`src/rtl/two_channel_lux_calculator_core_macros.svh`:
```
// ----------------------------------------------------------------------------
// Assertion macros for the two-channel lux calculator
// Each macro expands to one labeled concurrent assertion on clk and rst_n.
// ----------------------------------------------------------------------------
`ifndef TWO_CHANNEL_LUX_CALCULATOR_CORE_MACROS_SVH
`define TWO_CHANNEL_LUX_CALCULATOR_CORE_MACROS_SVH

// Condition must hold in the same cycle as the trigger.
`define TLC_ASSERT_SAME(label, trig, cond, msg) \
    label: assert property (@(posedge clk) disable iff (!rst_n) (trig) |-> (cond)) \
        else $error(msg);

// Condition must hold in the cycle after the trigger.
`define TLC_ASSERT_NEXT(label, trig, cond, msg) \
    label: assert property (@(posedge clk) disable iff (!rst_n) (trig) |=> (cond)) \
        else $error(msg);

`endif

```
`src/rtl/tlc_pkg.sv`:
```
// ----------------------------------------------------------------------------
// tlc_pkg
// Types, constants and the power table of the two-channel lux calculator.
// ----------------------------------------------------------------------------
`default_nettype none

package tlc_pkg;

    localparam int CNT_W               = 16;
    localparam int ITIME_W             = 16;
    localparam int LUX_W               = 32;
    localparam int CFG_W               = 16;
    localparam int CFG_IDX_W           = 1;
    localparam int RATIO_FRACTION_BITS = 16;
    localparam int POWER_TABLE_ENTRIES = 64;

    localparam int SPAN       = 2 * POWER_TABLE_ENTRIES;
    localparam int SPAN_SHIFT = $clog2(SPAN);
    localparam int IDX_SHIFT  = RATIO_FRACTION_BITS - SPAN_SHIFT;
    localparam int IDX_W      = SPAN_SHIFT - 1;
    localparam int ROM_IDX_W  = $clog2(POWER_TABLE_ENTRIES + 1);
    localparam int POW_W      = 16;
    localparam int ROM_DEN    = SPAN * 4096;

    // Widths through the back end.
    localparam int PROD_W = CNT_W + RATIO_FRACTION_BITS + 2;
    localparam int TERM_W = 30;
    localparam int D_W    = 47;
    localparam int NUM_W  = 60;
    localparam int Q_W    = NUM_W - 24;

    localparam int FIFO_DEPTH = 4;
    localparam int FIFO_PTR_W = $clog2(FIFO_DEPTH);
    localparam int FIFO_CNT_W = $clog2(FIFO_DEPTH + 1);

    localparam logic [CNT_W-1:0] SAT_COUNT = 16'hFFFF;
    localparam logic [ITIME_W-1:0] ITIME_RESET = 16'd402;
    localparam logic [8:0] NORM_MS = 9'd402;
    localparam int LOW_GAIN_SHIFT = 4;

    localparam logic [RATIO_FRACTION_BITS:0] BP_061 = (RATIO_FRACTION_BITS + 1)'(
        ((64'd61 << RATIO_FRACTION_BITS) + 64'd50) / 64'd100);
    localparam logic [RATIO_FRACTION_BITS:0] BP_080 = (RATIO_FRACTION_BITS + 1)'(
        ((64'd80 << RATIO_FRACTION_BITS) + 64'd50) / 64'd100);
    localparam logic [RATIO_FRACTION_BITS:0] BP_130 = (RATIO_FRACTION_BITS + 1)'(
        ((64'd130 << RATIO_FRACTION_BITS) + 64'd50) / 64'd100);

    // Q16 coefficients of the lux formula.
    localparam logic [11:0] C1A = 12'd1992;
    localparam logic [11:0] C1B = 12'd4063;
    localparam logic [11:0] C2A = 12'd1468;
    localparam logic [11:0] C2B = 12'd2032;
    localparam logic [11:0] C3A = 12'd839;
    localparam logic [11:0] C3B = 12'd1003;
    localparam logic [11:0] C4A = 12'd96;
    localparam logic [11:0] C4B = 12'd73;
    localparam logic [TERM_W-1:0] C1A_Q16 = TERM_W'(C1A) << 16;

    localparam logic [CFG_IDX_W-1:0] CFG_GAIN  = 1'b0;
    localparam logic [CFG_IDX_W-1:0] CFG_ITIME = 1'b1;

    typedef enum logic [1:0] {
        STAT_OK    = 2'd0,
        STAT_SAT   = 2'd1,
        STAT_ITIME = 2'd2
    } stat_t;

    typedef enum logic [2:0] {
        KIND_NONE = 3'd0,
        KIND_POW  = 3'd1,
        KIND_R2   = 3'd2,
        KIND_R3   = 3'd3,
        KIND_R4   = 3'd4
    } kind_t;

    typedef struct packed {
        logic               gain_high;
        logic [ITIME_W-1:0] integration_ms;
    } cfg_t;

    typedef struct packed {
        logic [CNT_W-1:0]   bb;
        logic [CNT_W-1:0]   ir;
        logic               gain_high;
        logic [ITIME_W-1:0] ims;
        stat_t              status;
        kind_t              kind;
        logic               live;
    } item_t;

    typedef logic [POW_W-1:0] pow_rom_t [0:POWER_TABLE_ENTRIES];

    // t^1.4 in Q16 at t = k/SPAN, built from the Q12 fifth root of q^2.
    function automatic pow_rom_t build_pow_rom();
        pow_rom_t rom;
        logic [63:0] q;
        logic [63:0] v;
        logic [63:0] lo;
        logic [63:0] hi;
        logic [63:0] mid;
        logic [63:0] p;
        logic [63:0] num;
        int k;
        for (k = 0; k <= POWER_TABLE_ENTRIES; k++)
        begin
            q  = (64'(k) << 30) / SPAN;
            v  = q * q;
            lo = 64'd0;
            hi = 64'd4096;
            while (lo < hi)
            begin
                mid = (lo + hi + 64'd1) / 2;
                p   = mid * mid * mid * mid * mid;
                if (p <= v)
                    lo = mid;
                else
                    hi = mid - 64'd1;
            end
            num    = (64'(k) * lo) << 16;
            rom[k] = POW_W'((num + 64'(ROM_DEN / 2)) / ROM_DEN);
        end
        return rom;
    endfunction

    localparam pow_rom_t POW_ROM = build_pow_rom();

endpackage

`default_nettype wire

```
`src/rtl/tlc_front.sv`:
```
// ----------------------------------------------------------------------------
// tlc_front
// Input register: takes a sample pair and sorts it into its formula region.
// ----------------------------------------------------------------------------
`default_nettype none

module tlc_front
    import tlc_pkg::*;
(
    input  wire logic             clk,
    input  wire logic             rst_n,
    input  wire logic             in_valid,
    output logic                  in_stall,
    input  wire logic [CNT_W-1:0] broadband_count,
    input  wire logic [CNT_W-1:0] infrared_count,
    input  wire cfg_t             cfg,
    input  wire logic             fifo_full,
    output logic                  push,
    output item_t                 push_item
);

    logic              valid_reg;
    item_t             item_reg;
    item_t             item_next;
    logic              accept;
    logic [PROD_W-1:0] ir_sh;
    logic [PROD_W-1:0] lim_061;
    logic [PROD_W-1:0] lim_080;
    logic [PROD_W-1:0] lim_130;

    assign push      = valid_reg && !fifo_full;
    assign in_stall  = valid_reg && fifo_full;
    assign accept    = in_valid && !in_stall;
    assign push_item = item_reg;

    // The ratio is compared against each breakpoint by cross multiplication.
    assign ir_sh   = PROD_W'(infrared_count) << RATIO_FRACTION_BITS;
    assign lim_061 = PROD_W'(BP_061) * PROD_W'(broadband_count);
    assign lim_080 = PROD_W'(BP_080) * PROD_W'(broadband_count);
    assign lim_130 = PROD_W'(BP_130) * PROD_W'(broadband_count);

    always_comb
    begin
        item_next.bb        = broadband_count;
        item_next.ir        = infrared_count;
        item_next.gain_high = cfg.gain_high;
        item_next.ims       = cfg.integration_ms;
        item_next.status    = STAT_OK;
        item_next.kind      = KIND_NONE;
        item_next.live      = 1'b0;
        if (broadband_count == SAT_COUNT || infrared_count == SAT_COUNT)
        begin
            item_next.status = STAT_SAT;
        end
        else if (cfg.integration_ms == '0)
        begin
            item_next.status = STAT_ITIME;
        end
        else if (broadband_count != '0)
        begin
            item_next.live = 1'b1;
            if ((CNT_W + 1)'(infrared_count) << 1 < (CNT_W + 1)'(broadband_count))
                item_next.kind = KIND_POW;
            else if (ir_sh < lim_061)
                item_next.kind = KIND_R2;
            else if (ir_sh < lim_080)
                item_next.kind = KIND_R3;
            else if (ir_sh < lim_130)
                item_next.kind = KIND_R4;
            else
                item_next.live = 1'b0;
        end
    end

    always_ff @(posedge clk or negedge rst_n)
    begin
        if (!rst_n)
            valid_reg <= 1'b0;
        else if (accept)
            valid_reg <= 1'b1;
        else if (push)
            valid_reg <= 1'b0;
    end

    always_ff @(posedge clk)
    begin
        if (accept)
            item_reg <= item_next;
    end

endmodule

`default_nettype wire

```
`config.mk`:
```
export PLATFORM = sky130hd
export DESIGN_NAME = tlc_front
export DESIGN_NICKNAME = d
export VERILOG_FILES = /design/src/rtl/two_channel_lux_calculator_core_macros.svh /design/src/rtl/tlc_pkg.sv /design/src/rtl/tlc_front.sv
export SDC_FILE = /design/constraint.sdc
export NUM_CORES = 1
export LEC_CHECK = 0
export ABC_AREA = 1
export BUFFER_PORTS_ARGS = -buffer_cell sky130_fd_sc_hd__buf_4
export CAP_MARGIN = 0
export CORE_UTILIZATION = 65
export DETAILED_ROUTE_END_ITERATION = 10
export PLACE_DENSITY = 0.85
export SLEW_MARGIN = 10
export SYNTH_ARGS = -nofsm -noshare
export SYNTH_HDL_FRONTEND = slang
export SYNTH_SLANG_ARGS = --single-unit
```
`constraint.sdc`:
```
create_clock -name clk -period 8.6 [get_ports clk]
set_input_delay 0.43 -clock clk [delete_from_list [all_inputs] [get_ports clk]]
set_output_delay 0.43 -clock clk [all_outputs]
set_load 0.02 [all_outputs]
```
==> impl_metrics.yaml, run 1 <==
cts:
  tritoncts: "built"
  numCtsBuffers: 5
  insertion_delay_ns: 0.32
  hold_buffers: 1
  clockBufferDepth: 2
  htreeDepth: 2
  post_cts_buffers: 0
  ctsResizeCount: 0
  clock-sinks: 56
  clk_pin_slew_ns: 0.09
  cts-root-buf: "clkbuf_16"
floorplan:
  fp.coreArea_sq_um: 21800
  die_h_microns: 151
  io_pins: 110
  die_w_microns: 151
  num_rows: 54
  initial_core_util_pct: 66.1
  dieArea_sq_um: 22700
detailed_routing:
  ant_nets: 0
  wirelength_microns: 42000
  drtIter0Drc: 761
  wire_per_inst_microns: 20.7
  vias: 12084
  drc: 0
  via_per_inst: 5.96
  first_pass_iters: 6
synthesis:
  synthTopCellsByArea: "ha_1 33%, fa_1 21%, edfxtp_1 11%, inv_1 9.0%, nand2_1 5.6%"
  synth_area_sq_um: 14400
  synth.distinct_cells: 47
  syn_area_per_cell_sq_um: 8.82
  yosysWarnings: 0
  synth_edf_count: 55
  synth_top_area_share_pct: 32.8
  yosysTopAreaCell: "ha_1"
  synthArstFlopShare_pct: 1.79
  synth_nets: 2211
  ys_dominant_reg_cell: "edfxtp_1"
  yosysSeqAreaShare_pct: 11.7
  ys_seq_elements: 56
  synth_cells: 1631
worst_hold_path:
  hp-class: "in -> reg"
timing:
  finalCriticalPeriod_ns: 7.61
  period_share_pct: 88.4
  finalClockSkew_ns: 0.0105
  drv_slew: 0
  hold_viol_final: 0
  relSlewSlack_pct: 48.5
  finalSetupTns_ns: 0
  tightest_slew_ns: 0.773
  rsz0062_at_grt: "false"
  setup_viol: 0
  clock.fmax_mhz: 131
global_routing:
  grt_pass1_wl_microns: 65300
  grt_max_degree: 56
  grt_pass1_vias: 12404
  grt-ovfl-total: 0
  antenna_found_initial: 0
  grtUsageTotal_pct: 38.5
setup_path:
  critPathSlowestCell: "fa_1"
  cp-start-kind: "primary input"
  cp.arrival_ns: 7.68
  critPathMaxStageDelay_ns: 0.60
  ff2ff_setup_slack_ns: 6.97
  crit_type: "in -> reg"
  required_ns: 8.67
  crit_path_end_kind: "flip-flop"
  cp_max_fo: 9
cells_and_area:
  fill_cells: 1702
  drive_gt1_share_pct: 9.21
  largest_reg_flops: 55
  final_nets: 2328
  syn2layout_area_growth_pct: 9.33
  antenna_cells: 0
  multi_input_area_sq_um: 11400
  regArea_sq_um: 1680
place:
  gp_congestion: 1.01
  portBuffers: 109
  hpwl_microns: 36400
run:
  drv_cap: 0
outcome:
  status: "finished clean"
metal layers:
| layer | part of all wire (%) | track usage [%] | vias up |
|---|---|---|---|
| met5 | 0 | 0 | - |
| met4 | 5.8 | 21.6 | 0 |
| met3 | 7.3 | 5.33 | 160 |
| met2 | 48 | 64.7 | 529 |
| met1 | 39 | 47.4 | 5768 |
| li1 | - | - | 5627 |
cell usage in the layout (no fill, tap or decap), types with 28 or more instances in the layout:
| cell | instances |
|---|---|
| ha_1 | 377 |
| inv_1 | 343 |
| nand2_1 | 214 |
| fa_1 | 150 |
| buf_4 | 110 |
| a21oi_1 | 96 |
| nor2_1 | 93 |
| edfxtp_1 | 55 |
| nand3_1 | 53 |
| nand4_1 | 32 |
| o21ai_0 | 32 |
| xor2_1 | 30 |
| xnor2_1 | 28 |
Yosys cell counts, types with 12 or more instances:
master    number
a21oi_1       96
edfxtp_1      55
fa_1         150
ha_1         377
inv_1        343
nand2_1      214
nand3_1       53
nand4_1       32
nor2_1        94
nor3_1        14
o21ai_0       32
o21bai_1      12
xnor2_1       28
xor2_1        30
final cells by class:
class / count / area share (%)
clock buffers: 5 / 0.796
multi-input cells: 1226 / 72.5
flip-flops and latches: 56 / 10.7
well taps: 280 / 2.23
clock inverters: 3 / 0.175
inverters: 348 / 8.31
repair buffers: 111 / 5.32
path summary, 6_finish.rpt:
check                                   startpoint       endpoint  cells after the start
worst min register to register           valid_reg      valid_reg                      2
worst min-delay path                       cfg[16]  push_item[22]                      1
worst max register to register           valid_reg  push_item[48]                      4
max in group asynchronous                    rst_n      valid_reg                      2
worst max-delay path            broadband_count[9]   push_item[0]                     32
min in group asynchronous                    rst_n      valid_reg                      2
cells by family after synthesis:
kind of cell / Yosys count / synth area share, %
AO/OA/AOI/OAI: 197 / 8.44
XOR/XNOR: 58 / 3.53
adder cells (fa/ha/maj): 527 / 53.7
buffers and inverters: 349 / 9.12
flip-flops: 56 / 11.7
AND/OR/NAND/NOR: 444 / 13.6
metrics by stage:
stage	cells	hold WS [ns]	instance area, sq um	setup slack, ns	utilization [%]
detailed placement	2020	0.207	15600	0.747	71.5
finish	2029	0.283	15700	0.993	72.3
global placement	2020	0.205	15600	0.890	71.5
global route	2029	0.286	15700	0.701	72.3
CTS	2029	0.290	15700	1.07	72.3
floorplan	1631	0.134	14400	2.26	-
critical path, delay by kind of cell:
family,cells,cell delay [ns]
buffers and inverters,6,0.65
AOI/OAI and AO/OA,6,1.07
xor gates and xnor gates,1,0.13
adders and majority gates,8,3.84
and+or+nand+nor,11,1.54
Power of run 1 is not shown: default switching activity piles up to over one toggle a cycle in this logic, so the estimate is an artifact.
==> run 2, diff against run 1 <==
--- a/config.mk
+++ b/config.mk
@@ -8,9 +8,9 @@
 export ABC_AREA = 1
 export BUFFER_PORTS_ARGS = -buffer_cell sky130_fd_sc_hd__buf_4
 export CAP_MARGIN = 0
-export CORE_UTILIZATION = 65
+export CORE_UTILIZATION = 64
 export DETAILED_ROUTE_END_ITERATION = 10
-export PLACE_DENSITY = 0.85
+export PLACE_DENSITY = 0.84
 export SLEW_MARGIN = 10
 export SYNTH_ARGS = -nofsm -noshare
 export SYNTH_HDL_FRONTEND = slang
==> constraint.sdc (replaced) <==
create_clock -name clk -period 7.59 [get_ports clk]
set_input_delay 0.3795 -clock clk [delete_from_list [all_inputs] [get_ports clk]]
set_output_delay 0.3795 -clock clk [all_outputs]
set_load 0.02 [all_outputs]
==> run 2 against run 1 <==
Against the previous run:
- count of clock-buffer cells in the layout unchanged
- register-to-register slack worse by 1.0 ns
- design area up 0.10%
- first-iteration DRC count down 8.7%
- the run now ends with DRC left
- final cell count about the same
- clock skew down 0.0036 ns
- non-clock buffer count up 1
==> impl_metrics.yaml, run 2 (same netlist as run 1, synthesis figures left out) <==
outcome:
  status: "finished with violations"
  failed_checks: "DRC"
floorplan:
  dieArea_sq_um: 23100
  initial_core_util_pct: 65.5
  io_pins: 110
  num_rows: 54
  die_h_microns: 152
  die_w_microns: 152
  fp.coreArea_sq_um: 22000
setup_path:
  crit_path_end_kind: "flip-flop"
  critPathMaxStageDelay_ns: 0.55
  critPathSlowestCell: "fa_1"
  ff2ff_setup_slack_ns: 5.96
  cp.arrival_ns: 7.27
  required_ns: 7.67
  r2r_cells: 4
  cpMostUsedCell: "nand2_1"
  crit_type: "in -> reg"
  cp-start-kind: "primary input"
  cp_max_fo: 9
cts:
  clockBufferDepth: 2
  numCtsBuffers: 5
  clock-sinks: 56
  tritoncts: "built"
  insertion_delay_ns: 0.32
  htreeDepth: 2
  clk_pin_slew_ns: 0.09
  cts-root-buf: "clkbuf_16"
worst_hold_path:
  hold-path-cell-count: 1
  hp-class: "in -> reg"
cells_and_area:
  drive_gt1_share_pct: 9.49
  fill_cells: 1740
  stdcell_count: 2030
  layout_commonest_cell: "ha_1"
  final_cell_mix: "377 x ha_1, 343 x inv_1, 214 x nand2_1, 149 x fa_1, 111 x buf_4"
  multi_input_area_sq_um: 11400
  final_nets: 2329
  antenna_cells: 0
  syn2layout_area_growth_pct: 9.44
  largest_reg_flops: 55
  regArea_sq_um: 1680
global_routing:
  top_usage_layer: "met2"
  grtUsageTotal_pct: 37.9
  globalRouteMet2Util_pct: 63.8
  grt_pass1_vias: 12584
  grt_max_degree: 56
  met3_usage_pct: 5.31
  grt-ovfl-total: 0
  antenna_found_initial: 0
  grt_pass1_wl_microns: 66700
  grt_use_met1_pct: 47.5
detailed_routing:
  wirelength_microns: 42400
  drtIter0Drc: 695
  wire_per_inst_microns: 20.9
  via_per_inst: 5.81
  first_pass_iters: 8
  vias: 11787
  ant_nets: 0
  drc: 9
timing:
  layout_setup_ws_ns: 0.393
  drv_slew: 0
  setup_viol: 0
  tightest_slew_ns: 0.797
  finalClockSkew_ns: 0.00693
  clock.fmax_mhz: 139
  finalSetupTns_ns: 0
  period_share_pct: 94.8
  finalCriticalPeriod_ns: 7.20
  hold_viol_final: 0
  rsz0062_at_grt: "false"
  relSlewSlack_pct: 46.9
place:
  gp_congestion: 0.992
  hpwl_microns: 37100
  dpl.cell_count: 2021
  pre_cts_slack_ns: -0.0819
  portBuffers: 109
run:
  drv_cap: 0
[run 2: final timing paths]
check,startpoint,to
worst max-delay path,broadband_count[9],push_item[0]
worst min-delay path,cfg[16],push_item[22]
worst max register to register,valid_reg,push_item[49]
worst min register to register,valid_reg,valid_reg
max in group asynchronous,rst_n,valid_reg
min in group asynchronous,rst_n,valid_reg
[run 2: layout make-up]
class | count | area share (%)
inverters | 348 | 8.30
multi-input cells | 1226 | 72.5
well taps | 280 | 2.23
clock inverters | 3 | 0.159
flip-flops and latches | 56 | 10.7
clock buffers | 5 | 0.795
repair buffers | 112 | 5.36
[run 2: what timing repair did]
| item | 4_1_cts | 5_1_grt |
|---|---|---|
| buffers inserted | 0 | 0 |
| gates resized for setup | 0 | 5 |
| endpoints found under the hold margin | 1 | 0 |
| setup endpoints to repair | 0 | 3 |
| hold buffers | 1 | 0 |
[run 2: metal layers]
metal,share of wire [%],routed length (microns),vias up
met4,5.7,2410,0
met1,41,17500,5595
met2,46,19700,429
met5,0,0,-
li1,-,-,5624
met3,6.5,2750,139
[run 2: critical path: cells and delay by family]
| kind | cells | cell delay [ns] |
|---|---|---|
| buffers and inverters | 8 | 0.78 |
| AND/OR/NAND/NOR | 17 | 1.79 |
| adder cells (fa/ha/maj) | 8 | 3.77 |
| AO/OA/AOI/OAI | 3 | 0.52 |
[run 2: per-stage QoR]
| stage | cell area (sq um) | hold WS, ns | utilization [%] |
|---|---|---|---|
| 5_1_grt | 15700 | 0.233 | 71.7 |
| 2_1_floorplan | 14400 | 0.0839 | - |
| 3_3_place_gp | 15600 | 0.155 | 70.9 |
| 3_5_place_dp | 15600 | 0.158 | 70.9 |
| 4_1_cts | 15700 | 0.226 | 71.6 |
| 6_report | 15700 | 0.234 | 71.7 |
Power of run 2 is left out for the same reason.
==> run 3, diff against run 2 <==
--- a/config.mk
+++ b/config.mk
@@ -8,9 +8,9 @@
 export ABC_AREA = 1
 export BUFFER_PORTS_ARGS = -buffer_cell sky130_fd_sc_hd__buf_4
 export CAP_MARGIN = 0
-export CORE_UTILIZATION = 64
+export CORE_UTILIZATION = 65
 export DETAILED_ROUTE_END_ITERATION = 10
-export PLACE_DENSITY = 0.84
+export PLACE_DENSITY = 0.85
 export SLEW_MARGIN = 10
 export SYNTH_ARGS = -nofsm -noshare
 export SYNTH_HDL_FRONTEND = slang
==> constraint.sdc (replaced) <==
create_clock -name clk -period 8.9 [get_ports clk]
set_input_delay 0.445 -clock clk [delete_from_list [all_inputs] [get_ports clk]]
set_output_delay 0.445 -clock clk [all_outputs]
set_load 0.02 [all_outputs]
==> run 3 against run 2 <==
Against the previous run:
- design area decreased by 0.12%
- critical path depth decreased by 4
- via count increased by 0.77%
- setup slack improved by 0.94 ns
- first-iteration DRC count increased by 1.7%
- critical endpoint unchanged
- count of clock-buffer cells in the layout unchanged
- final cell count about the same
- clock skew about the same
- highest routed layer unchanged
- sequential cell count unchanged
- routed wire length increased by 0.19%
- die area decreased by 1.5%
- the run now ends clean
==> impl_metrics.yaml, run 3 (same netlist as run 1, synthesis figures left out) <==
cells_and_area:
  largest_reg_flops: 55
  fill_cells: 1677
  regArea_sq_um: 1680
  multi_input_area_sq_um: 11400
  layout_commonest_cell: "ha_1"
  syn2layout_area_growth_pct: 9.31
  final_nets: 2328
  antenna_cells: 0
  final_cell_mix: "377 x ha_1, 343 x inv_1, 214 x nand2_1, 150 x fa_1, 110 x buf_4"
  drive_gt1_share_pct: 9.21
cts:
  clock-sinks: 56
  ctsResizeCount: 0
  clockBufferDepth: 2
  htreeDepth: 2
  tritoncts: "built"
  post_cts_buffers: 0
  cts-root-buf: "clkbuf_16"
  insertion_delay_ns: 0.31
  numCtsBuffers: 5
  clk_pin_slew_ns: 0.08
setup_path:
  critPathSlowestCell: "fa_1"
  crit_path_end_kind: "flip-flop"
  crit_type: "in -> reg"
  cp.arrival_ns: 7.65
  critPathMaxStageDelay_ns: 0.59
  cp-start-kind: "primary input"
  required_ns: 8.98
  cp_max_fo: 12
timing:
  relSlewSlack_pct: 50.6
  finalClockSkew_ns: 0.00731
  tightest_slew_ns: 0.740
  period_share_pct: 85.1
  hold_viol_final: 0
  finalCriticalPeriod_ns: 7.57
  clock.fmax_mhz: 132
  setup_viol: 0
  finalSetupTns_ns: 0
  drv_slew: 0
  rsz0062_at_grt: "false"
global_routing:
  grt_max_degree: 56
  grt_pass1_vias: 12529
  grt-ovfl-total: 0
  grt_pass1_wl_microns: 66300
  grtUsageTotal_pct: 39.3
  antenna_found_initial: 0
worst_hold_path:
  hp-class: "in -> reg"
run:
  drv_cap: 0
floorplan:
  die_h_microns: 151
  num_rows: 54
  fp.coreArea_sq_um: 21800
  die_w_microns: 151
  initial_core_util_pct: 66.1
  io_pins: 110
  dieArea_sq_um: 22700
detailed_routing:
  vias: 11878
  wirelength_microns: 42500
  drtIter0Drc: 707
  ant_nets: 0
  drc: 0
  wire_per_inst_microns: 20.9
  first_pass_iters: 5
  via_per_inst: 5.85
place:
  hpwl_microns: 37100
  portBuffers: 109
  gp_congestion: 1.01
outcome:
  status: "finished clean"
## run 3: critical path: cells and delay by family
family | cells | cell delay [ns]
adders and majority gates | 8 | 3.81
and+or+nand+nor | 11 | 1.48
AOI/OAI and AO/OA | 6 | 1.12
buffers and inverters | 6 | 0.66
xor gates and xnor gates | 1 | 0.13
## run 3: timing repair
item                                    4_1_cts  5_1_grt
endpoints found under the setup margin        0        0
endpoints found under the hold margin         1        0
hold buffers                                  1        0
## run 3: final cells by class
type | instances | area share [%]
Inverter | 348 | 8.31
Timing Repair Buffer | 111 | 5.32
Clock inverter | 3 | 0.159
Tap cell | 280 | 2.23
Multi-Input combinational cell | 1226 | 72.5
Clock buffer | 5 | 0.796
Sequential cell | 56 | 10.7
## run 3: metrics by stage
| stage | hold WS (ns) | util, % | area, sq um | cells | worst slack, ns |
|---|---|---|---|---|---|
| 6_report | 0.304 | 72.3 | 15700 | 2029 | 1.33 |
| 2_1_floorplan | 0.149 | - | 14400 | 1631 | 2.54 |
| 5_1_grt | 0.302 | 72.3 | 15700 | 2029 | 0.924 |
| 3_3_place_gp | 0.220 | 71.5 | 15600 | 2020 | 1.06 |
| 4_1_cts | 0.304 | 72.3 | 15700 | 2029 | 1.27 |
| 3_5_place_dp | 0.221 | 71.5 | 15600 | 2020 | 1.00 |
## run 3: worst paths after layout
path                            slack [ns]               start            end  cells after the start
worst max register to register        7.31           valid_reg  push_item[40]                      4
worst max-delay path                  1.33  broadband_count[8]   push_item[0]                     32
min in group asynchronous             0.46               rst_n      valid_reg                      2
max in group asynchronous             8.36               rst_n      valid_reg                      2
worst min register to register        0.51           valid_reg      valid_reg                      2
worst min-delay path                  0.30             cfg[16]  push_item[22]                      1
## run 3: metal layers
metal  global-route usage, %  wire length (microns)  vias to the layer above
met4                    22.3                   2650                        0
met1                    47.7                  16700                     5670
li1                        -                      -                     5607
met2                    66.2                  20100                      450
met5                       0                      0                        -
met3                    6.52                   2990                      151
Power of run 3 is left out for the same reason.
