`src/rtl/two_channel_lux_calculator_core_macros.svh`:
```
// ----------------------------------------------------------------------------
// Assertion macros for the two-channel lux calculator
// Each macro expands to one labeled concurrent assertion on clk and rst_n.
// ----------------------------------------------------------------------------
`ifndef TWO_CHANNEL_LUX_CALCULATOR_CORE_MACROS_SVH
`define TWO_CHANNEL_LUX_CALCULATOR_CORE_MACROS_SVH

// Condition must hold in the same cycle as the trigger.
`define TLC_ASSERT_SAME(label, trig, cond, msg) \
    label: assert property (@(posedge clk) disable iff (!rst_n) (trig) |-> (cond)) \
        else $error(msg);

// Condition must hold in the cycle after the trigger.
`define TLC_ASSERT_NEXT(label, trig, cond, msg) \
    label: assert property (@(posedge clk) disable iff (!rst_n) (trig) |=> (cond)) \
        else $error(msg);

`endif

```
`src/rtl/tlc_pkg.sv`:
```
// ----------------------------------------------------------------------------
// tlc_pkg
// Types, constants and the power table of the two-channel lux calculator.
// ----------------------------------------------------------------------------
`default_nettype none

package tlc_pkg;

    localparam int CNT_W               = 16;
    localparam int ITIME_W             = 16;
    localparam int LUX_W               = 32;
    localparam int CFG_W               = 16;
    localparam int CFG_IDX_W           = 1;
    localparam int RATIO_FRACTION_BITS = 16;
    localparam int POWER_TABLE_ENTRIES = 64;

    localparam int SPAN       = 2 * POWER_TABLE_ENTRIES;
    localparam int SPAN_SHIFT = $clog2(SPAN);
    localparam int IDX_SHIFT  = RATIO_FRACTION_BITS - SPAN_SHIFT;
    localparam int IDX_W      = SPAN_SHIFT - 1;
    localparam int ROM_IDX_W  = $clog2(POWER_TABLE_ENTRIES + 1);
    localparam int POW_W      = 16;
    localparam int ROM_DEN    = SPAN * 4096;

    // Widths through the back end.
    localparam int PROD_W = CNT_W + RATIO_FRACTION_BITS + 2;
    localparam int TERM_W = 30;
    localparam int D_W    = 47;
    localparam int NUM_W  = 60;
    localparam int Q_W    = NUM_W - 24;

    localparam int FIFO_DEPTH = 4;
    localparam int FIFO_PTR_W = $clog2(FIFO_DEPTH);
    localparam int FIFO_CNT_W = $clog2(FIFO_DEPTH + 1);

    localparam logic [CNT_W-1:0] SAT_COUNT = 16'hFFFF;
    localparam logic [ITIME_W-1:0] ITIME_RESET = 16'd402;
    localparam logic [8:0] NORM_MS = 9'd402;
    localparam int LOW_GAIN_SHIFT = 4;

    localparam logic [RATIO_FRACTION_BITS:0] BP_061 = (RATIO_FRACTION_BITS + 1)'(
        ((64'd61 << RATIO_FRACTION_BITS) + 64'd50) / 64'd100);
    localparam logic [RATIO_FRACTION_BITS:0] BP_080 = (RATIO_FRACTION_BITS + 1)'(
        ((64'd80 << RATIO_FRACTION_BITS) + 64'd50) / 64'd100);
    localparam logic [RATIO_FRACTION_BITS:0] BP_130 = (RATIO_FRACTION_BITS + 1)'(
        ((64'd130 << RATIO_FRACTION_BITS) + 64'd50) / 64'd100);

    // Q16 coefficients of the lux formula.
    localparam logic [11:0] C1A = 12'd1992;
    localparam logic [11:0] C1B = 12'd4063;
    localparam logic [11:0] C2A = 12'd1468;
    localparam logic [11:0] C2B = 12'd2032;
    localparam logic [11:0] C3A = 12'd839;
    localparam logic [11:0] C3B = 12'd1003;
    localparam logic [11:0] C4A = 12'd96;
    localparam logic [11:0] C4B = 12'd73;
    localparam logic [TERM_W-1:0] C1A_Q16 = TERM_W'(C1A) << 16;

    localparam logic [CFG_IDX_W-1:0] CFG_GAIN  = 1'b0;
    localparam logic [CFG_IDX_W-1:0] CFG_ITIME = 1'b1;

    typedef enum logic [1:0] {
        STAT_OK    = 2'd0,
        STAT_SAT   = 2'd1,
        STAT_ITIME = 2'd2
    } stat_t;

    typedef enum logic [2:0] {
        KIND_NONE = 3'd0,
        KIND_POW  = 3'd1,
        KIND_R2   = 3'd2,
        KIND_R3   = 3'd3,
        KIND_R4   = 3'd4
    } kind_t;

    typedef struct packed {
        logic               gain_high;
        logic [ITIME_W-1:0] integration_ms;
    } cfg_t;

    typedef struct packed {
        logic [CNT_W-1:0]   bb;
        logic [CNT_W-1:0]   ir;
        logic               gain_high;
        logic [ITIME_W-1:0] ims;
        stat_t              status;
        kind_t              kind;
        logic               live;
    } item_t;

    typedef logic [POW_W-1:0] pow_rom_t [0:POWER_TABLE_ENTRIES];

    // t^1.4 in Q16 at t = k/SPAN, built from the Q12 fifth root of q^2.
    function automatic pow_rom_t build_pow_rom();
        pow_rom_t rom;
        logic [63:0] q;
        logic [63:0] v;
        logic [63:0] lo;
        logic [63:0] hi;
        logic [63:0] mid;
        logic [63:0] p;
        logic [63:0] num;
        int k;
        for (k = 0; k <= POWER_TABLE_ENTRIES; k++)
        begin
            q  = (64'(k) << 30) / SPAN;
            v  = q * q;
            lo = 64'd0;
            hi = 64'd4096;
            while (lo < hi)
            begin
                mid = (lo + hi + 64'd1) / 2;
                p   = mid * mid * mid * mid * mid;
                if (p <= v)
                    lo = mid;
                else
                    hi = mid - 64'd1;
            end
            num    = (64'(k) * lo) << 16;
            rom[k] = POW_W'((num + 64'(ROM_DEN / 2)) / ROM_DEN);
        end
        return rom;
    endfunction

    localparam pow_rom_t POW_ROM = build_pow_rom();

endpackage

`default_nettype wire

```
`src/rtl/tlc_fifo.sv`:
```
// ----------------------------------------------------------------------------
// tlc_fifo
// Short queue of classified items between the front and the back end.
// ----------------------------------------------------------------------------
`default_nettype none

module tlc_fifo
    import tlc_pkg::*;
(
    input  wire logic  clk,
    input  wire logic  rst_n,
    input  wire logic  push,
    input  wire item_t push_item,
    input  wire logic  pop,
    output logic       full,
    output logic       empty,
    output item_t      head
);

    item_t                 mem_reg [FIFO_DEPTH];
    logic [FIFO_PTR_W-1:0] wr_ptr_reg;
    logic [FIFO_PTR_W-1:0] rd_ptr_reg;
    logic [FIFO_CNT_W-1:0] count_reg;
    logic [FIFO_CNT_W-1:0] count_next;

    assign full  = count_reg == FIFO_CNT_W'(FIFO_DEPTH);
    assign empty = count_reg == '0;
    assign head  = mem_reg[rd_ptr_reg];

    always_comb
    begin
        count_next = count_reg;
        if (push && !pop)
            count_next = count_reg + 1'b1;
        else if (pop && !push)
            count_next = count_reg - 1'b1;
    end

    always_ff @(posedge clk or negedge rst_n)
    begin
        if (!rst_n)
        begin
            wr_ptr_reg <= '0;
            rd_ptr_reg <= '0;
            count_reg  <= '0;
        end
        else
        begin
            if (push)
                wr_ptr_reg <= wr_ptr_reg + 1'b1;
            if (pop)
                rd_ptr_reg <= rd_ptr_reg + 1'b1;
            count_reg <= count_next;
        end
    end

    always_ff @(posedge clk)
    begin
        if (push)
            mem_reg[wr_ptr_reg] <= push_item;
    end

endmodule

`default_nettype wire

```
`config.mk`:
```
export PLATFORM = sky130hd
export DESIGN_NAME = tlc_fifo
export DESIGN_NICKNAME = d
export VERILOG_FILES = /design/src/rtl/two_channel_lux_calculator_core_macros.svh /design/src/rtl/tlc_pkg.sv /design/src/rtl/tlc_fifo.sv
export SDC_FILE = /design/constraint.sdc
export NUM_CORES = 1
export LEC_CHECK = 0
export ABC_AREA = 1
export BUFFER_PORTS_ARGS = -buffer_cell sky130_fd_sc_hd__buf_2
export CAP_MARGIN = 20
export CELL_PAD_IN_SITES_DETAIL_PLACEMENT = 0
export CELL_PAD_IN_SITES_GLOBAL_PLACEMENT = 1
export CORE_UTILIZATION = 48
export DETAILED_ROUTE_END_ITERATION = 10
export GPL_ROUTABILITY_DRIVEN = 0
export PLACE_DENSITY_LB_ADDON = 0.08
export SETUP_SLACK_MARGIN = 0.4
export SYNTH_ARGS = -nofsm -noshare
export SYNTH_HDL_FRONTEND = slang
export SYNTH_SLANG_ARGS = --single-unit
```
`constraint.sdc`:
```
create_clock -name clk -period 3 [get_ports clk]
set_input_delay 0.3 -clock clk [delete_from_list [all_inputs] [get_ports clk]]
set_output_delay 0.3 -clock clk [all_outputs]
set_load 0.005 [all_outputs]
```
==> qor.csv, run 1 <==
stage;metric;value;unit
synthesis;Syn Nets;755;
pwr;Sw Ratio;33.6;%
sta;Clock Skews;0.0103;ns
finish;commonest non-fill, non-tap cells in the layout;edfxtp_1, nand2_1, inv_1, buf_2, o211ai_2;
min_path;Hold Path Origin;push_item[45];
pwr;logic gate share of total power;33.9;%
floorplan;initial core utilization;49.2;%
worst_setup_path;critical path startpoint category;flop;
worst_setup_path;FF-to-FF path depth;5;
worst_setup_path;Worst setup EP type;primary output;
sta;Post-Route Setup TNS;0;ns
synthesis;mean post-synth cell area;13.9;µm²
synthesis;synthesized instance count;690;
synthesis;Yosys reg bits;227;
sta;Worst Setup Slack, final;0.624;ns
detailed_routing;final WL;18.6;mm
clock_tree;TritonCTS Sinks;227;
grt;leftover overflow at the end of global routing;0;
pwr;Clk network pwr share;25.6;%
worst_setup_path;CP Data Required Time;2.70;ns
pwr;total power;11.0;mW
flow_run;max_cap viols;0;
sta;final hold vios;0;
worst_setup_path;WS Path Type;flop to primary output;
sta;worst slew pin tran;0.748;ns
synthesis;synthesized area;9610;µm²
detailed_routing;DRC;0;
worst_setup_path;arrival time worst endpoint;2.08;ns
floorplan;Die Height;144;µm
worst_setup_path;Critical R2R Launch;wr_ptr_reg[0];
sta;minimum clock period;2.38;ns
pwr;worst-case vdd ir drop;0.589;mV
pwr;pwr/cell area;957;nW/µm²
worst_setup_path;r2r setup slk;1.15;ns
placed_design;DPL Wire Length;11.2;mm
sta;Final Cycle Share;79.2;%
sta;Fmax;421;MHz
finish;number of flip-flops under the largest register name;220;
grt;initial antenna violation count;1;
pwr;Pint;7.34;mW
placed_design;port bufs;115;
placed_design;Post-Place Cell Area;10400;µm²
sta;Setup-failing EPs final;0;
detailed_routing;via count;5506;
worst_setup_path;RR Endpoint;mem_reg[0][7];
detailed_routing;DR pass1 iterations;4;
floorplan;core area;19500;µm²
sta;max_slew headroom;50.0;%
finish;final instance area;11500;µm²
floorplan;DIE AREA;20600;µm²
clock_tree;clock latency on the worst-skew pair;0.51;ns
pwr;Flop pwr share;40.5;%
clock_tree;TritonCTS clock tree;yes;
clock_tree;clock-pin slew on the worst setup and hold paths;0.06;ns
sta;Final Max Tran Viols;0;
min_path;Hold EP;mem_reg[0][45];
pwr;Psw;3.71;mW
min_path;hold depth;1;
synthesis;Seq/Total Area, Yosys;70.6;%
synthesis;unique cell type count in the Yosys netlist;20;
detailed_routing;drt wl/cell;16.5;µm
clock_tree;CTS root buf;clkbuf_16;
worst_setup_path;critical-path maximum fanout;19;
finish;share of cells above drive strength 1;29.5;%
floorplan;Rows;51;
grt;vias in the first global route;5513;
clock_tree;Max clock buf depth;3;
min_path;Hold Crit Class;input pin to flop;
finish;commonest non-fill, non-tap cell in the layout;edfxtp_1;
finish;synthesis-to-layout area growth;20.1;%
clock_tree;H-tree depth;1;
finish;# nets final;909;
grt;largest net degree at the start of global routing;45;
grt;first-pass GRT wire length;29.2;mm
synthesis;YS warnings;0;
detailed_routing;vias per cell;4.89;
floorplan;io pins;116;
clock_tree;CTS buffer count;25;
sta;RSZ-0062 raised after global routing;no;
detailed_routing;DRT antenna net count;0;
outcome;outcome;complete, no violations;
grt;GRT Util Overall;18.6;%
floorplan;chip width;144;µm
pwr;Static Leak;4.73;nW
placed_design;pre-CTS setup slack;0.914;ns
detailed_routing;drt initial violations;297;
[worst max-delay path by stage]
stage | endpoint | slack, ns | start
3_3_place_gp | head[31] | 0.91 | rd_ptr_reg[1]
3_5_place_dp | head[54] | 0.91 | rd_ptr_reg[0]
4_1_cts | head[31] | 0.38 | rd_ptr_reg[1]
5_1_grt | head[18] | 0.49 | rd_ptr_reg[1]
6_report | head[18] | 0.62 | rd_ptr_reg[1]
2_1_floorplan | mem_reg[2][0] | 0.85 | wr_ptr_reg[0]
[cells by family (layout without fill, tap and decap cells)]
group	Yosys count	in the layout	synth area share, %
XOR/XNOR	4	4	0.365
AND/OR/NAND/NOR	182	182	7.17
other	0	1	0
buffers and inverters	160	331	8.34
AO/OA/AOI/OAI	111	111	12.7
adder cells (fa/ha/maj)	6	6	0.859
flip-flops	227	227	70.6
[critical path, stage by stage, from the launching register on]
cell      delay [ns]
dfrtp_4         0.59
inv_4           0.31
buf_4           0.31
o211ai_1        0.15
nand2_1         0.08
buf_2           0.11
[what timing repair did]
| item | in CTS | in global routing |
|---|---|---|
| setup buffers | 1 | 0 |
| hold buffers | 31 | 1 |
| gates resized for setup | 0 | 3 |
| endpoints found under the setup margin | 13 | 41 |
| hold endpoints to repair | 118 | 2 |
[final cells by class]
cell class	count	area [µm²]
fill	1578	7990
clock inverter	10	78.8
timing repair buffer	165	1160
inverter	122	460
multi-input combinational	303	2030
clock buffer	34	689
tap	265	332
sequential	227	6790
antenna	1	2.50
[cell usage after synthesis]
| master | count | area, µm² |
|---|---|---|
| o211ai_2 | 78 | 976 |
| clkbuf_1 | 1 | 3.75 |
| buf_8 | 1 | 15.0 |
| dfrtp_1 | 7 | 175 |
| edfxtp_1 | 220 | 6610 |
| buf_6 | 20 | 225 |
| o211ai_1 | 32 | 240 |
| fa_1 | 1 | 20.0 |
| xor2_1 | 3 | 26.3 |
| buf_2 | 13 | 65.1 |
| o21ai_1 | 1 | 5.00 |
| inv_1 | 122 | 458 |
| nand3_1 | 1 | 5.00 |
| buf_12 | 1 | 20.0 |
| ha_1 | 5 | 62.6 |
| nand2_1 | 178 | 668 |
| nor3_1 | 2 | 10.0 |
| nand4_1 | 1 | 6.26 |
| xnor2_1 | 1 | 8.76 |
| buf_4 | 2 | 15.0 |
[metrics by stage]
stage               utilization [%]  instances  hold slack (ns)
floorplan                         -        690          0.00441
global placement               53.4       1049            0.144
detailed placement             53.4       1049            0.148
CTS                            59.0       1125         0.000153
global route                   59.1       1127          0.00436
finish                         59.1       1127           0.0196
[power groups by stage]
stage / clock network, mW / logic [mW] / registers [mW]
3_3_place_gp: 0 / 3.61 / 4.58
3_5_place_dp: 0 / 3.67 / 4.60
5_1_grt: 3.01 / 4.18 / 4.54
6_report: 2.83 / 3.75 / 4.47
2_1_floorplan: 0 / 2.69 / 4.38
4_1_cts: 2.90 / 3.83 / 4.48
[metal layers]
layer	global-route usage [%]	part of all wire, %	vias up
li1	-	-	2708
met1	24.7	44	2654
met2	31.9	50	118
met3	3.10	4.5	26
met4	4.48	1.7	0
met5	0	0	-
(Power assumes the default switching activity.)
==> run 2: changes to the inputs <==
- ABC_AREA: 1 -> 0
- CORE_UTILIZATION: 48 -> 45
- clock period: 3 -> 2 ns (I/O delays scaled with it)
==> run 2 against run 1 <==
The flow now finishes with violations (setup timing). Hold slack hardly changed. Sequential power is 45% higher. Worst setup slack worse by 0.76 ns. Largest power group unchanged. Critical path depth is 1 lower. Clock-buffer cell count is 3 lower. Critical path type unchanged. Cell area is 5.5% lower. Synthesized cell count is 53% lower. Core utilization is 1.4 points higher. Sequential share of layout area is 3.4 points higher.
==> qor.csv, run 2 <==
stage;metric;value;unit
placed_design;pre-CTS setup slack;0.271;ns
sta;Final Max Tran Viols;0;
grt;GRT Util Overall;16.5;%
outcome;outcome;complete, but fails checks;
synthesis;Seq/Total Area, Yosys;81.5;%
sta;Worst Setup Slack, final;-0.139;ns
placed_design;port bufs;115;
worst_setup_path;CP Cell Sequence;buf_12, buf_16, mux4_2, buf_2;
worst_setup_path;FF-to-FF path depth;4;
sta;WHS;0.0197;ns
pwr;Static Leak;3.85;nW
worst_setup_path;WS Path Type;flop to primary output;
worst_setup_path;r2r setup slk;0.49;ns
detailed_routing;final WL;15.4;mm
clock_tree;H-tree depth;1;
floorplan;chip width;138;µm
sta;Final Cycle Share;107;%
worst_setup_path;Crit-path slowest cell;mux4_2;
synthesis;Yosys top cell area share;79.4;%
sta;Fmax;468;MHz
clock_tree;CTS buffer count;24;
synthesis;Syn Nets;386;
outcome;failing checks;setup timing;
sta;RSZ-0062 raised after global routing;yes;
grt;vias in the first global route;4373;
worst_setup_path;CP startpoint;rd_ptr_reg[0];
finish;share of cells above drive strength 1;43.2;%
finish;commonest non-fill, non-tap cell in the layout;edfxtp_1;
floorplan;core area;18000;µm²
worst_setup_path;Worst Setup EP;head[36];
finish;multi-input logic area;1450;µm²
worst_setup_path;CP Data Required Time;1.80;ns
synthesis;Synth top cells by count;edfxtp_1, mux4_2, dfrtp_1;
synthesis;post-synth top area cell;edfxtp_1;
finish;# nets final;600;
synthesis;most common cell in the netlist;edfxtp_1;
sta;Setup-failing EPs final;55;
detailed_routing;DRT antenna net count;0;
floorplan;io pins;116;
floorplan;initial core utilization;46.2;%
finish;Final Non-Filler Cells;781;
detailed_routing;via count;3988;
pwr;worst-case vdd ir drop;0.945;mV
detailed_routing;DRC;0;
grt;initial antenna violation count;1;
grt;first-pass GRT wire length;24.1;mm
worst_setup_path;Crit path buffers/inverters;3;
synthesis;YS warnings;0;
synthesis;ys flop type;edfxtp_1;
finish;fin util;60.5;%
clock_tree;clock-pin slew on the worst setup and hold paths;0.05;ns
clock_tree;clock latency on the worst-skew pair;0.51;ns
synthesis;mean post-synth cell area;25.9;µm²
floorplan;DIE AREA;19000;µm²
sta;worst slew pin tran;0.274;ns
detailed_routing;DR pass1 iterations;4;
synthesis;Async S/R FF share, synth;3.08;%
sta;minimum clock period;2.14;ns
sta;max_slew headroom;81.7;%
worst_setup_path;Critical R2R Launch;wr_ptr_reg[0];
worst_setup_path;Crit path depth;4;
min_path;Hold Crit Class;input pin to flop;
synthesis;synthesized area;8320;µm²
detailed_routing;drt wl/cell;19.7;µm
synthesis;synthesized instance count;321;
synthesis;unique cell type count in the Yosys netlist;19;
min_path;Hold Path Origin;push;
worst_setup_path;critical path startpoint category;flop;
synthesis;EDFF count, synth;220;
worst_setup_path;CP delay by family, top;multiplexers;
flow_run;max_cap viols;0;
placed_design;DPL Wire Length;8.94;mm
worst_setup_path;Worst path max stage delay;0.52;ns
synthesis;top cells by area, synth;edfxtp_1, mux4_2, dfrtp_1, ha_1, buf_6;
detailed_routing;vias per cell;5.11;
detailed_routing;drt initial violations;217;
worst_setup_path;Worst setup EP type;primary output;
worst_setup_path;RR Endpoint;mem_reg[0][17];
synthesis;Yosys reg bits;227;
pwr;pwr/cell area;1400;nW/µm²
clock_tree;CTS root buf;clkbuf_16;
sta;Clock Skews;0.00959;ns
finish;number of flip-flops under the largest register name;220;
finish;register area;6790;µm²
clock_tree;TritonCTS clock tree;yes;
sta;final hold vios;0;
floorplan;Die Height;138;µm
finish;commonest non-fill, non-tap cells in the layout;edfxtp_1, buf_2, dlygate4sd3_1, mux4_2, clkbuf_16;
grt;leftover overflow at the end of global routing;0;
clock_tree;TritonCTS Sinks;227;
floorplan;Rows;49;
worst_setup_path;critical-path maximum fanout;7;
finish;FILL cells;1340;
placed_design;Placed Cells;668;
clock_tree;Max clock buf depth;3;
worst_setup_path;arrival time worst endpoint;1.94;ns
grt;largest net degree at the start of global routing;32;
finish;synthesis-to-layout area growth;31.0;%
-- run 2: cell count changes after synthesis, sizes merged --
cell    before  now
nand2      178    2
inv        122    4
o211ai     110    0
mux4         0   55
buf         37   11
and2         0    4
mux2         0    1
nand3        1    0
nand4        1    0
nor2         0    1
nor3         2    1
nor3b        0    1
xnor2        1    2
xor2         3    4
-- run 2: worst min-delay path by stage --
stage | cells after the start | slack, ns | to
floorplan | 0 | -0.1 | count_reg[0]
global placement | 1 | 0.06 | count_reg[2]
detailed placement | 1 | 0.06 | count_reg[2]
CTS | 2 | 0.006 | wr_ptr_reg[0]
global route | 2 | 0.04 | wr_ptr_reg[0]
finish | 2 | 0.02 | wr_ptr_reg[0]
-- run 2: area by class of cell --
type / count / share of cell area, %
flip-flops and latches: 227 / 62.2
repair buffers: 200 / 15.0
multi-input cells: 78 / 13.3
clock buffers: 31 / 5.94
well taps: 229 / 2.63
clock inverters: 11 / 0.677
inverters: 4 / 0.138
diodes: 1 / 0.0229
-- run 2: worst register-to-register path, delay by kind of cell (launching register included) --
kind	cells	cell delay, ns
and+or+nand+nor	1	0.29
DFF	1	0.42
buffers and inverters	2	0.34
adders and majority gates	1	0.14
-- run 2: kinds of logic (layout without fill, tap and decap cells) --
family / after synthesis / count (layout) / synth area share, %
flip-flops: 227 / 227 / 81.5
other: 0 / 1 / 0
adder cells (fa/ha/maj): 6 / 6 / 0.992
multiplexers: 56 / 56 / 15.0
buffers and inverters: 16 / 246 / 1.25
AND/OR/NAND/NOR: 9 / 9 / 0.586
XOR/XNOR: 6 / 6 / 0.631
AO/OA/AOI/OAI: 1 / 1 / 0.0601
-- run 2: through the flow --
step	instance area [µm²]	power [mW]	setup TNS, ns
2_1_floorplan	8330	8.96	0
3_3_place_gp	9350	10.7	0
3_5_place_dp	9350	10.7	0
4_1_cts	10800	15.4	-6.43
5_1_grt	10900	16.0	-8.21
6_report	10900	15.3	-4.84
-- run 2: report_power, final --
part	internal (mW)	switching, mW
logic	2.63	2.10
clock network	2.40	1.67
registers	6.23	0.237
-- run 2: repair_timing --
action | 4_1_cts | 5_1_grt
hold buffers | 57 | 0
cloned | 3 | 1
endpoints found under the setup margin | 55 | 87
buffers inserted | 5 | 4
pin swaps | 0 | 2
endpoints found under the hold margin | 229 | 0
gates resized for setup | 10 | 7
-- run 2: routing by layer --
| metal | track usage (%) | up-vias | part of all wire (%) |
|---|---|---|---|
| met2 | 27.8 | 111 | 51 |
| li1 | - | 1802 | - |
| met4 | 5.26 | 0 | 2.2 |
| met3 | 3.46 | 26 | 4.7 |
| met1 | 21.6 | 2049 | 42 |
| met5 | 0 | - | 0 |
==> run 3: changes to the inputs <==
- REMOVE_ABC_BUFFERS: default -> 1
==> run 3 against run 2 <==
The run still ends with setup timing left. Critical path type unchanged. Wire length grew 1.2%. Hold slack gained 0.053 ns. First-iteration DRC count shrank 9.7%.
==> qor.csv, run 3 (synthesis results as in run 2) <==
stage;metric;value;unit
worst_setup_path;CP Data Required Time;1.80;ns
min_path;Hold Crit Class;input pin to async pin;
sta;minimum clock period;2.15;ns
sta;RSZ-0062 raised after global routing;yes;
outcome;failing checks;setup timing;
clock_tree;clock latency on the worst-skew pair;0.51;ns
worst_setup_path;Crit path buffers/inverters;3;
floorplan;chip width;138;µm
detailed_routing;DR pass1 iterations;4;
worst_setup_path;arrival time worst endpoint;1.95;ns
floorplan;Rows;49;
clock_tree;TritonCTS Sinks;227;
worst_setup_path;Crit-path slowest cell;mux4_2;
detailed_routing;vias per cell;5.13;
placed_design;DPL Wire Length;8.63;mm
sta;max_slew headroom;71.7;%
detailed_routing;DRT antenna net count;0;
sta;Worst Setup Slack, final;-0.149;ns
worst_setup_path;critical path startpoint category;flop;
sta;worst slew pin tran;0.424;ns
floorplan;initial core utilization;46.2;%
grt;initial antenna violation count;0;
clock_tree;CTS buffer count;24;
detailed_routing;DRC;0;
sta;Clock Skews;0.0122;ns
grt;largest net degree at the start of global routing;44;
sta;Final Max Tran Viols;0;
clock_tree;CTS root buf;clkbuf_16;
worst_setup_path;Worst setup EP type;primary output;
floorplan;io pins;116;
pwr;total power;15.7;mW
detailed_routing;drt initial violations;196;
placed_design;port bufs;115;
sta;Setup-failing EPs final;55;
grt;first-pass GRT wire length;24.6;mm
grt;leftover overflow at the end of global routing;0;
worst_setup_path;CP Cell Sequence;buf_12, buf_16, mux4_2, buf_2;
outcome;outcome;complete, but fails checks;
clock_tree;H-tree depth;1;
pwr;Static Leak;3.88;nW
sta;Fmax;465;MHz
floorplan;core area;18000;µm²
finish;number of flip-flops under the largest register name;220;
finish;commonest non-fill, non-tap cell in the layout;edfxtp_1;
floorplan;Die Height;138;µm
clock_tree;Max clock buf depth;3;
worst_setup_path;CP delay by family, top;multiplexers;
flow_run;max_cap viols;0;
sta;Post-Route Setup TNS;-5.45;ns
placed_design;Placed Cells;667;
finish;synthesis-to-layout area growth;31.8;%
pwr;pwr/cell area;1430;nW/µm²
finish;Final Non-Filler Cells;776;
worst_setup_path;WS Path Type;flop to primary output;
finish;fin util;60.9;%
clock_tree;TritonCTS clock tree;yes;
floorplan;DIE AREA;19000;µm²
pwr;worst-case vdd ir drop;0.896;mV
finish;commonest non-fill, non-tap cells in the layout;edfxtp_1, buf_2, dlygate4sd3_1, mux4_2, clkbuf_16;
worst_setup_path;Worst path max stage delay;0.52;ns
clock_tree;clock-pin slew on the worst setup and hold paths;0.06;ns
grt;GRT Util Overall;16.9;%
grt;vias in the first global route;4403;
finish;# nets final;597;
sta;Final Cycle Share;107;%
detailed_routing;final WL;15.6;mm
detailed_routing;via count;3981;
sta;final hold vios;0;
finish;share of cells above drive strength 1;43.7;%
worst_setup_path;critical-path maximum fanout;7;
finish;antenna cells;0;
detailed_routing;drt wl/cell;20.1;µm
[run 3: changes by cell type in the layout (fill, tap and decap cells not counted), moves of 4 or more]
cell      before  now
clkbuf_1       6    2
buf_2        112  106
buf_6          4    8
buf_12        13    8
[run 3: layer usage]
layer	routed length (µm)	GRT usage (%)	vias to the layer above	share of wire [%]
li1	-	-	1794	-
met1	6770	21.8	2074	43
met2	7800	28.9	87	50
met3	724	3.50	26	4.6
met4	303	5.32	0	1.9
met5	0	0	-	0
[run 3: worst reg2reg max path, stage by stage (launching register included)]
cell and delay [ns]:
dfrtp_1 0.42, inv_1 0.10, ha_1 0.14, and2_2 0.17, buf_4 0.30
[run 3: power by group]
part	total, mW	switching, mW	internal, mW
logic	4.79	2.12	2.67
clock network	4.47	1.70	2.77
registers	6.49	0.258	6.23
total	15.7	4.08	11.7
[run 3: final timing paths]
check	from	end	slack [ns]	depth (start not counted)
min in group clk	push_item[32]	mem_reg[2][32]	0.44	2
hold / removal	rst_n	count_reg[1]	0.07	2
hold reg to reg	count_reg[2]	count_reg[2]	0.50	1
max in group asynchronous	rst_n	rd_ptr_reg[0]	1.73	2
setup / recovery	rd_ptr_reg[0]	head[36]	-0.15	4
setup reg to reg	wr_ptr_reg[0]	mem_reg[0][34]	0.54	4
[run 3: final cells by class]
| class | instances | area (µm²) |
|---|---|---|
| fill | 1339 | 7050 |
| sequential | 227 | 6790 |
| timing repair buffer | 197 | 1630 |
| multi-input combinational | 78 | 1460 |
| clock buffer | 27 | 633 |
| tap | 229 | 287 |
| clock inverter | 14 | 168 |
| inverter | 4 | 15.0 |
[run 3: per-stage QoR]
stage / cell area [µm²] / hold WS [ns] / setup WS, ns
floorplan: 8240 / -0.0956 / -1.13
detailed placement: 9300 / 0.0517 / 0.342
CTS: 10900 / 0.0463 / -0.184
global route: 11000 / 0.0679 / -0.223
finish: 11000 / 0.0722 / -0.149
global placement: 9300 / 0.0448 / 0.356
[run 3: what timing repair did]
action,CTS,global route
resized for setup,8,14
setup endpoints to repair,55,89
hold buffers,58,0
cloned,5,0
buffers inserted,5,0
pin swaps,0,2
hold endpoints to repair,230,0
